File: src/hdl/cpc_pkg.sv
// ----------------------------------------------------------------------------
// cpc_pkg
// Shared types, register indexes and the microcode table of the cascade
// pid controller.
// ----------------------------------------------------------------------------
package cpc_pkg;

   // field and accumulator widths
   localparam int SAMPLE_W = 16;
   localparam int ERR_W    = 17;
   localparam int DERR_W   = 18;
   localparam int GAIN_W   = 16;
   localparam int LIM_W    = 23;
   localparam int INTEG_W  = 24;
   localparam int PROD_W   = 35;
   localparam int ACC_W    = 36;
   localparam int FRAC_W   = 8;
   localparam int CSR_IDX_W  = 8;
   localparam int CSR_DATA_W = 23;

   // width of the microprogram step index
   localparam int STEP_W = 3;

   // configuration register indexes
   localparam logic [CSR_IDX_W-1:0] CSR_OUTER_KP  = 8'd0;
   localparam logic [CSR_IDX_W-1:0] CSR_OUTER_KI  = 8'd1;
   localparam logic [CSR_IDX_W-1:0] CSR_OUTER_KD  = 8'd2;
   localparam logic [CSR_IDX_W-1:0] CSR_OUTER_LIM = 8'd3;
   localparam logic [CSR_IDX_W-1:0] CSR_INNER_KP  = 8'd4;
   localparam logic [CSR_IDX_W-1:0] CSR_INNER_KI  = 8'd5;
   localparam logic [CSR_IDX_W-1:0] CSR_INNER_KD  = 8'd6;
   localparam logic [CSR_IDX_W-1:0] CSR_INNER_LIM = 8'd7;

   // alu operation of one step
   typedef enum logic [2:0] {
      ALU_NOP,
      ALU_ERR,
      ALU_INT_ADD,
      ALU_INT_CLAMP,
      ALU_ACC_ADD,
      ALU_OUT
   } alu_op_type;

   // multiplier operand selects
   typedef enum logic {
      OPND_ERR,
      OPND_DERR
   } opnd_sel_type;

   typedef enum logic [1:0] {
      GAIN_P,
      GAIN_I,
      GAIN_D
   } gain_sel_type;

   // sequencer state
   typedef enum logic {
      SEQ_IDLE,
      SEQ_RUN
   } seq_state_type;

   // one control word
   typedef struct packed {
      alu_op_type   alu;
      logic         mul_en;
      opnd_sel_type a_sel;
      gain_sel_type g_sel;
      logic         branch;
   } ucode_type;

   // control from sequencer to datapath
   typedef struct packed {
      logic      load;
      logic      issue;
      logic      loop_inner;
      ucode_type cw;
   } ctrl_type;

   // microprogram for one pid loop; branch ends the body
   function automatic ucode_type ucode_rom(input logic [STEP_W-1:0] step);
      ucode_type cw;
      cw = '{alu: ALU_NOP, mul_en: 1'b0, a_sel: OPND_ERR, g_sel: GAIN_P, branch: 1'b0};
      case (step)
         3'd0: cw.alu = ALU_ERR;
         3'd1: begin
            cw.mul_en = 1'b1;
            cw.g_sel  = GAIN_I;
         end
         3'd2: begin
            cw.alu    = ALU_INT_ADD;
            cw.mul_en = 1'b1;
            cw.g_sel  = GAIN_P;
         end
         3'd3: cw.alu = ALU_INT_CLAMP;
         3'd4: begin
            cw.alu    = ALU_ACC_ADD;
            cw.mul_en = 1'b1;
            cw.a_sel  = OPND_DERR;
            cw.g_sel  = GAIN_D;
         end
         3'd5: cw.alu = ALU_ACC_ADD;
         3'd6: begin
            cw.alu    = ALU_OUT;
            cw.branch = 1'b1;
         end
         default: cw.branch = 1'b1;
      endcase
      return cw;
   endfunction

endpackage

File: src/hdl/cpc_sequencer.sv
// ----------------------------------------------------------------------------
// cpc_sequencer
// Step counter, microcode fetch, loop select and transaction handshakes.
// ----------------------------------------------------------------------------
module cpc_sequencer (
   input  logic              clock,
   input  logic              reset,
   input  logic              req_valid,
   output logic              req_ready,
   output logic              rsp_valid,
   input  logic              rsp_ready,
   output cpc_pkg::ctrl_type ctrl
);
   import cpc_pkg::*;

   seq_state_type     state_ff, state_in;
   logic [STEP_W-1:0] step_ff, step_in;
   logic              loop_ff, loop_in;
   logic              rsp_valid_ff, rsp_valid_in;
   ucode_type         cw;
   logic              stall;
   logic              issue;
   logic              req_fire;
   logic              finish;

   // fetch and issue control
   always_comb begin
      cw       = ucode_rom(step_ff);
      req_fire = req_valid && (state_ff == SEQ_IDLE);
      // the final step waits for the result register to free up
      stall    = cw.branch && loop_ff && rsp_valid_ff && !rsp_ready;
      issue    = (state_ff == SEQ_RUN) && !stall;
      finish   = issue && cw.branch && loop_ff;
   end

   // next state, step and loop select
   always_comb begin
      state_in = state_ff;
      step_in  = step_ff;
      loop_in  = loop_ff;
      unique case (state_ff)
         SEQ_IDLE: begin
            if (req_fire) begin
               state_in = SEQ_RUN;
               step_in  = '0;
               loop_in  = 1'b0;
            end
         end
         SEQ_RUN: begin
            if (issue) begin
               if (cw.branch) begin
                  // conditional jump: outer body loops back for the inner pass
                  if (!loop_ff) begin
                     step_in = '0;
                     loop_in = 1'b1;
                  end else begin
                     state_in = SEQ_IDLE;
                  end
               end else begin
                  step_in = step_ff + 1'b1;
               end
            end
         end
         default: state_in = SEQ_IDLE;
      endcase
      rsp_valid_in = (rsp_valid_ff && !rsp_ready) || finish;
   end

   // state registers
   always_ff @(posedge clock) begin
      if (reset) begin
         state_ff     <= SEQ_IDLE;
         step_ff      <= '0;
         loop_ff      <= 1'b0;
         rsp_valid_ff <= 1'b0;
      end else begin
         state_ff     <= state_in;
         step_ff      <= step_in;
         loop_ff      <= loop_in;
         rsp_valid_ff <= rsp_valid_in;
      end
   end

   // outputs
   assign req_ready       = (state_ff == SEQ_IDLE);
   assign rsp_valid       = rsp_valid_ff;
   assign ctrl.load       = req_fire;
   assign ctrl.issue      = issue;
   assign ctrl.loop_inner = loop_ff;
   assign ctrl.cw         = cw;

endmodule

File: src/hdl/cpc_datapath.sv
// ----------------------------------------------------------------------------
// cpc_datapath
// Configuration registers, loop state, shared multiplier and accumulator
// driven by the control word.
// ----------------------------------------------------------------------------
module cpc_datapath #(
   parameter int OUTER_OUT_LIMIT = 32767,
   parameter int INNER_OUT_LIMIT = 32767
) (
   input  logic                                clock,
   input  logic                                reset,
   input  cpc_pkg::ctrl_type                   ctrl,
   input  logic signed [cpc_pkg::SAMPLE_W-1:0] req_outer_target,
   input  logic signed [cpc_pkg::SAMPLE_W-1:0] req_outer_measure,
   input  logic signed [cpc_pkg::SAMPLE_W-1:0] req_inner_measure,
   output logic signed [cpc_pkg::SAMPLE_W-1:0] rsp_drive,
   output logic signed [cpc_pkg::SAMPLE_W-1:0] rsp_outer_drive,
   input  logic                                csr_valid,
   output logic                                csr_ready,
   input  logic [cpc_pkg::CSR_IDX_W-1:0]       csr_index,
   input  logic [cpc_pkg::CSR_DATA_W-1:0]      csr_data
);
   import cpc_pkg::*;

   localparam int SUM_W = ACC_W - FRAC_W;
   localparam logic signed [SUM_W-1:0] OUTER_LIM_S = SUM_W'(OUTER_OUT_LIMIT);
   localparam logic signed [SUM_W-1:0] INNER_LIM_S = SUM_W'(INNER_OUT_LIMIT);

   // configuration
   logic [GAIN_W-1:0] okp_ff, oki_ff, okd_ff, ikp_ff, iki_ff, ikd_ff;
   logic [LIM_W-1:0]  olim_ff, ilim_ff;

   // latched samples and loop state
   logic signed [SAMPLE_W-1:0] tgt_ff, omeas_ff, imeas_ff;
   logic signed [SAMPLE_W-1:0] odrive_ff, odrive_in;
   logic signed [SAMPLE_W-1:0] rsp_drive_ff, rsp_odrive_ff;
   logic signed [ERR_W-1:0]    oprev_ff, iprev_ff;
   logic signed [INTEG_W-1:0]  ointeg_ff, iinteg_ff;

   // working registers
   logic signed [ERR_W-1:0]  err_ff, err_in;
   logic signed [DERR_W-1:0] derr_ff, derr_in;
   logic signed [PROD_W-1:0] prod_ff, prod_in;
   logic signed [ACC_W-1:0]  acc_ff, acc_in;

   logic signed [SAMPLE_W-1:0] ref_s, meas_s;
   logic signed [ERR_W-1:0]    prev_s;
   logic signed [INTEG_W-1:0]  integ_s;
   logic [LIM_W-1:0]           lim_s;
   logic signed [ACC_W-1:0]    lim_pos, lim_neg, clamped;
   logic signed [DERR_W-1:0]   mul_a;
   logic [GAIN_W-1:0]          gain;
   logic signed [GAIN_W:0]     mul_b;
   logic signed [SUM_W-1:0]    sum_fl, out_lim, out_clamped;
   logic signed [ACC_W-1:0]    prod_ext;
   logic                       csr_fire;

   assign csr_ready = 1'b1;
   assign csr_fire  = csr_valid;

   // configuration writes, unknown indexes are dropped
   always_ff @(posedge clock) begin
      if (reset) begin
         okp_ff  <= '0;
         oki_ff  <= '0;
         okd_ff  <= '0;
         olim_ff <= '0;
         ikp_ff  <= '0;
         iki_ff  <= '0;
         ikd_ff  <= '0;
         ilim_ff <= '0;
      end else if (csr_fire) begin
         unique case (csr_index)
            CSR_OUTER_KP:  okp_ff  <= csr_data[GAIN_W-1:0];
            CSR_OUTER_KI:  oki_ff  <= csr_data[GAIN_W-1:0];
            CSR_OUTER_KD:  okd_ff  <= csr_data[GAIN_W-1:0];
            CSR_OUTER_LIM: olim_ff <= csr_data[LIM_W-1:0];
            CSR_INNER_KP:  ikp_ff  <= csr_data[GAIN_W-1:0];
            CSR_INNER_KI:  iki_ff  <= csr_data[GAIN_W-1:0];
            CSR_INNER_KD:  ikd_ff  <= csr_data[GAIN_W-1:0];
            CSR_INNER_LIM: ilim_ff <= csr_data[LIM_W-1:0];
            default: ;
         endcase
      end
   end

   // per-loop operand selection
   always_comb begin
      ref_s   = ctrl.loop_inner ? odrive_ff : tgt_ff;
      meas_s  = ctrl.loop_inner ? imeas_ff  : omeas_ff;
      prev_s  = ctrl.loop_inner ? iprev_ff  : oprev_ff;
      integ_s = ctrl.loop_inner ? iinteg_ff : ointeg_ff;
      lim_s   = ctrl.loop_inner ? ilim_ff   : olim_ff;
      out_lim = ctrl.loop_inner ? INNER_LIM_S : OUTER_LIM_S;
      case (ctrl.cw.g_sel)
         GAIN_P:  gain = ctrl.loop_inner ? ikp_ff : okp_ff;
         GAIN_I:  gain = ctrl.loop_inner ? iki_ff : oki_ff;
         GAIN_D:  gain = ctrl.loop_inner ? ikd_ff : okd_ff;
         default: gain = '0;
      endcase
   end

   // error and error difference
   assign err_in  = ERR_W'(ref_s) - ERR_W'(meas_s);
   assign derr_in = DERR_W'(err_in) - DERR_W'(prev_s);

   // shared multiplier, gain is unsigned q8.8
   assign mul_a   = (ctrl.cw.a_sel == OPND_DERR) ? derr_ff : DERR_W'(err_ff);
   assign mul_b   = $signed({1'b0, gain});
   assign prod_in = PROD_W'(mul_a * mul_b);

   // integral clamp and output floor/clamp
   always_comb begin
      prod_ext = ACC_W'(prod_ff);
      lim_pos  = $signed({{(ACC_W-LIM_W){1'b0}}, lim_s});
      lim_neg  = -lim_pos;
      if (acc_ff > lim_pos)      clamped = lim_pos;
      else if (acc_ff < lim_neg) clamped = lim_neg;
      else                       clamped = acc_ff;
      // dropping the fraction bits floors toward minus infinity
      sum_fl = acc_ff[ACC_W-1:FRAC_W];
      if (sum_fl > out_lim)       out_clamped = out_lim;
      else if (sum_fl < -out_lim) out_clamped = -out_lim;
      else                        out_clamped = sum_fl;
      odrive_in = out_clamped[SAMPLE_W-1:0];
   end

   // accumulator next value
   always_comb begin
      acc_in = acc_ff;
      case (ctrl.cw.alu)
         ALU_INT_ADD:   acc_in = ACC_W'(integ_s) + prod_ext;
         ALU_INT_CLAMP: acc_in = clamped;
         ALU_ACC_ADD:   acc_in = acc_ff + prod_ext;
         default:       acc_in = acc_ff;
      endcase
   end

   // sample capture and working registers
   always_ff @(posedge clock) begin
      if (ctrl.load) begin
         tgt_ff   <= req_outer_target;
         omeas_ff <= req_outer_measure;
         imeas_ff <= req_inner_measure;
      end
      if (ctrl.issue) begin
         if (ctrl.cw.alu == ALU_ERR) begin
            err_ff  <= err_in;
            derr_ff <= derr_in;
         end
         if (ctrl.cw.mul_en) prod_ff <= prod_in;
         acc_ff <= acc_in;
         if (ctrl.cw.alu == ALU_OUT) begin
            if (ctrl.loop_inner) begin
               rsp_drive_ff  <= odrive_in;
               rsp_odrive_ff <= odrive_ff;
            end else begin
               odrive_ff <= odrive_in;
            end
         end
      end
   end

   // loop state: previous error and clamped integral
   always_ff @(posedge clock) begin
      if (reset) begin
         oprev_ff  <= '0;
         iprev_ff  <= '0;
         ointeg_ff <= '0;
         iinteg_ff <= '0;
      end else if (ctrl.issue) begin
         if (ctrl.cw.alu == ALU_ERR) begin
            if (ctrl.loop_inner) iprev_ff <= err_in;
            else                 oprev_ff <= err_in;
         end
         if (ctrl.cw.alu == ALU_INT_CLAMP) begin
            if (ctrl.loop_inner) iinteg_ff <= clamped[INTEG_W-1:0];
            else                 ointeg_ff <= clamped[INTEG_W-1:0];
         end
      end
   end

   assign rsp_drive       = rsp_drive_ff;
   assign rsp_outer_drive = rsp_odrive_ff;

endmodule

File: src/hdl/cascade_pid_controller_top.sv
// ----------------------------------------------------------------------------
// cascade_pid_controller_top
// Two fixed-point pid loops in series with integral clamp.
// ----------------------------------------------------------------------------
// Usage:
//   req_*  carries one transaction of outer target, outer and inner
//          measurement (signed 16 bit). rsp_* returns the inner drive and the
//          outer drive used as inner reference, one transaction per request.
//   csr_*  writes gains (q8.8) and integral limits by register index; it is
//          always ready, and should be used only while no request is in
//          flight. Unknown indexes are ignored.
//   Each request runs a 7-step microprogram twice on one shared 18x17
//   multiplier and accumulator. rsp_valid and req_ready come up together
//   when the inner pass finishes, so the response can be taken and the
//   next request accepted in the same cycle; no request is accepted
//   while the previous one is still running its passes.
//   The result register frees the sequencer: a new request is accepted while
//   a response waits. If rsp_ready stays low, the next request stalls on its
//   final step until the previous response is taken.
//   Reset clears gains, limits, integrals and previous errors to zero and
//   leaves req_ready high and rsp_valid low.
// ----------------------------------------------------------------------------
module cascade_pid_controller_top #(
   parameter int OUTER_OUT_LIMIT = 32767,
   parameter int INNER_OUT_LIMIT = 32767
) (
   input  logic                                clock,
   input  logic                                reset,
   input  logic                                req_valid,
   output logic                                req_ready,
   input  logic signed [cpc_pkg::SAMPLE_W-1:0] req_outer_target,
   input  logic signed [cpc_pkg::SAMPLE_W-1:0] req_outer_measure,
   input  logic signed [cpc_pkg::SAMPLE_W-1:0] req_inner_measure,
   output logic                                rsp_valid,
   input  logic                                rsp_ready,
   output logic signed [cpc_pkg::SAMPLE_W-1:0] rsp_drive,
   output logic signed [cpc_pkg::SAMPLE_W-1:0] rsp_outer_drive,
   input  logic                                csr_valid,
   output logic                                csr_ready,
   input  logic [cpc_pkg::CSR_IDX_W-1:0]       csr_index,
   input  logic [cpc_pkg::CSR_DATA_W-1:0]      csr_data
);
   import cpc_pkg::*;

   ctrl_type ctrl;

   // microcode sequencer
   cpc_sequencer u_seq (
      .clock     (clock),
      .reset     (reset),
      .req_valid (req_valid),
      .req_ready (req_ready),
      .rsp_valid (rsp_valid),
      .rsp_ready (rsp_ready),
      .ctrl      (ctrl)
   );

   // arithmetic datapath
   cpc_datapath #(
      .OUTER_OUT_LIMIT (OUTER_OUT_LIMIT),
      .INNER_OUT_LIMIT (INNER_OUT_LIMIT)
   ) u_dp (
      .clock             (clock),
      .reset             (reset),
      .ctrl              (ctrl),
      .req_outer_target  (req_outer_target),
      .req_outer_measure (req_outer_measure),
      .req_inner_measure (req_inner_measure),
      .rsp_drive         (rsp_drive),
      .rsp_outer_drive   (rsp_outer_drive),
      .csr_valid         (csr_valid),
      .csr_ready         (csr_ready),
      .csr_index         (csr_index),
      .csr_data          (csr_data)
   );

endmodule

File: config.mk
export PLATFORM = sky130hd
export DESIGN_NAME = cascade_pid_controller_top
export DESIGN_NICKNAME = d
export VERILOG_FILES = /design/src/hdl/cpc_pkg.sv /design/src/hdl/cpc_sequencer.sv /design/src/hdl/cpc_datapath.sv /design/src/hdl/cascade_pid_controller_top.sv
export SDC_FILE = /design/constraint.sdc
export NUM_CORES = 2
export LEC_CHECK = 0
export BUFFER_PORTS_ARGS = -buffer_cell sky130_fd_sc_hd__buf_2
export CAP_MARGIN = 20
export CORE_UTILIZATION = 55
export DETAILED_ROUTE_END_ITERATION = 8
export GPL_ROUTABILITY_DRIVEN = 0
export HOLD_SLACK_MARGIN = 0.12
export PLACE_DENSITY = 0.78
export SLEW_MARGIN = 5
export SYNTH_ARGS = -nofsm -noshare
export SYNTH_HDL_FRONTEND = slang
export SYNTH_SLANG_ARGS = --single-unit
File: constraint.sdc
create_clock -name clock -period 9.9 [get_ports clock]
set_input_delay 0.495 -clock clock [delete_from_list [all_inputs] [get_ports clock]]
set_output_delay 0.495 -clock clock [all_outputs]
set_load 0.02 [all_outputs]
==> run_results.csv <==
group,metric,value,unit
synthesis,synth_common_cells,"595 x nand2_1, 418 x inv_1, 335 x nor2_1",
timing,hold_violations,0,
route,avgRoutedWirePerCell,19.7,um
floorplanning,die_h,250,um
cts,cts_inserted_buffers,46,
synthesis,synth_edf_count,202,
timing,maxSlewViolCount,0,
synthesis,synth.yosys.warnings,0,
route,vias_per_cell,5.87,
timing,period_minus_slack,9.13,ns
cts,clock-root-buffer,"clkbuf_16",
critical_path,cpMaxStageDelayCell,"a31oi_1",
synthesis,synth_top_area_cell,"edfxtp_1",
critical_path,setup.worst_path.class,"flop to flop",
global_route,grt_pass1_wl,144000,um
critical_path,r2r_setup_slack,0.77,ns
floorplanning,die_area,62700,sq um
floorplanning,start_util,55.9,%
timing,setup_viol,0,
critical_path,arrival,9.46,ns
critical_path,slowest_delay,0.74,ns
global_route,track_usage,29.0,%
place,post-place-cells,4458,
critical_path,startpoint_type,"flop",
synthesis,synth.net_count,4296,
floorplanning,rows,90,
critical_path,crit_required,10.23,ns
cts,htreeDepth,2,
route,drt-initial-drc-count,2320,
route,drtAntennaViolNets,0,
synthesis,syn_area,33900,sq um
timing,tns,0,ns
cts,ctsResizeCount,0,
floorplanning,io_pins,119,
synthesis,synthTopCellsByArea,"edfxtp_1 18%, fa_1 17%, dfxtp_1 14%, ha_1 8.3%, nand2_1 6.6%",
cells_and_area,drive_above_1_share,8.43,%
timing,clock.fmax,110,MHz
timing,maxSlewHeadroom,30.3,%
place,hpwl,66500,um
cts,cts_hold_buf,48,
global_route,grt-ovfl-total,0,
cells_and_area,nets,4378,
critical_path,endpoint_kind,"flop",
worst_hold_path,hp-class,"input pin to flop",
synthesis,netlist_instances,3692,
outcome,outcome,"completed",
cells_and_area,n_antenna_cell,0,
cts,postCtsSetupBuffers,0,
synthesis,synth_cell_types,87,
route,drtPass1Iterations,6,
critical_path,crit_path_max_fanout,18,
route,wl,90500,um
power,ir_drop,0.0000969,V
global_route,grt_start_max_net_pins,83,
synthesis,synth.most_common_cell,"nand2_1",
synthesis,synthArstFlopShare,0,%
cts,clockBufferDepth,3,
global_route,grt_pass1_vias,26589,
cts,clkLatencyLatePin,0.59,ns
place,port_buffers,117,
floorplanning,core-area,60700,sq um
cells_and_area,layout.cells.non_filler,4592,
timing,setup_ws,0.775,ns
power,p_leak,0.0162,uW
place,pre_cts_ws,0.883,ns
cells_and_area,syn2layout_area_growth,9.99,%
synthesis,ys_seq_area_share,31.5,%
cts,cts.reportedPaths.clkPinSlew,0.06,ns
synthesis,syn_area_per_cell,9.19,sq um
timing,worst_slew_pin_slew,1.04,ns
route,drc,0,
floorplanning,dieWidth,250,um
synthesis,synth_flop_cell,"dfxtp_1",
run,maxCapViolations,0,
route,vias,26961,
cts,cts.sinks,432,
cts,cts_tree,"yes",
global_route,antenna_found_initial,0,
timing,fin_worst_skew,0.0163,ns
power,powerDensity,114,nW/um^2
synthesis,yosys.area.top_type_share,17.9,%
timing,rsz0062_at_grt,"false",
timing,post-route-period-util,92.2,%
synthesis,synth_seq_cells,432,
area by class of cell:
class | count | area, sq um
Clock buffer | 61 | 1250
Inverter | 418 | 1570
Multi-Input combinational cell | 2663 | 21100
Timing Repair Buffer | 213 | 1470
Fill cell | 4921 | 23400
Clock inverter | 23 | 317
Sequential cell | 432 | 10700
Tap cell | 782 | 978
critical path: cells and delay by family (launching register included):
family / cells / cell delay (ns)
fa+ha+maj: 8 / 3.68
simple gates: 4 / 1.14
flops: 1 / 0.38
compound gates: 9 / 2.78
buf+inv: 7 / 0.76
xor+xnor: 1 / 0.09
layout by cell type (no fill, tap or decap), types with 45 or more instances in the layout:
master	Yosys	final
nand2_1	595	595
inv_1	418	418
nor2_1	335	329
fa_1	296	296
a21oi_1	239	238
dfxtp_1	230	229
ha_1	224	223
edfxtp_1	202	202
mux2i_1	153	153
buf_2	17	116
o21ai_0	79	79
xnor2_1	68	68
a21o_1	63	63
a211oi_1	60	60
dlygate4sd3_1	0	48
clkbuf_16	0	46
buf_4	6	45
sequential cells by signal (all words and copies together) (netlist names), 17 cells and up:
name            flops
u_dp.prod_ff       35
u_dp.iprev_ff      17
u_dp.err_ff        17
u_dp.oprev_ff      17
u_dp.iinteg_ff     24
u_dp.ilim_ff       23
u_dp.derr_ff       18
u_dp.acc_ff        36
u_dp.olim_ff       23
u_dp.ointeg_ff     24
path summary, 6_finish.rpt:
kind,start,end,depth (start not counted)
setup / recovery,u_seq.step_ff[1]$_SDFFE_PP0P_,u_dp.prod_ff[31]$_DFFE_PP_,29
hold / removal,csr_data[21],u_dp.olim_ff[21]$_SDFFE_PP0P_,3
setup reg to reg,u_seq.step_ff[1]$_SDFFE_PP0P_,u_dp.prod_ff[31]$_DFFE_PP_,29
hold reg to reg,u_dp.ilim_ff[8]$_SDFFE_PP0P_,u_dp.ilim_ff[8]$_SDFFE_PP0P_,2
per-layer routing:
metal  share of wire (%)  up-vias  track usage (%)
met1                  40    13063             37.4
met3                 7.2      257             3.53
met5                   0        -                0
met2                  48     1131             48.3
met4                 5.4        0             14.7
li1                    -    12510                -
per-stage QoR:
step	instance area (sq um)	util [%]	hold WS [ns]	total power, uW
floorplan	33900	-	0.420	2290
global placement	35200	58.0	0.441	2420
detailed placement	35200	58.0	0.446	2430
CTS	37300	61.4	0.150	4240
global route	37300	61.5	0.170	4370
finish	37300	61.5	0.161	4240
cell families after synthesis:
group           after synthesis  share of synthesized area (%)
simple gates               1209                           15.5
compound gates              648                           12.3
buf+inv                     597                           6.78
fa+ha+maj                   520                           25.7
flops                       432                           31.5
mux                         183                           5.65
xor+xnor                    102                           2.63
other cells                   1                         0.0111
power by group:
part / switching (uW) / internal, uW
clock network: 740 / 1070
registers: 30.4 / 1930
logic: 304 / 165
total: 1070 / 3170
No activity file was read; power rests on OpenSTA's default activity.
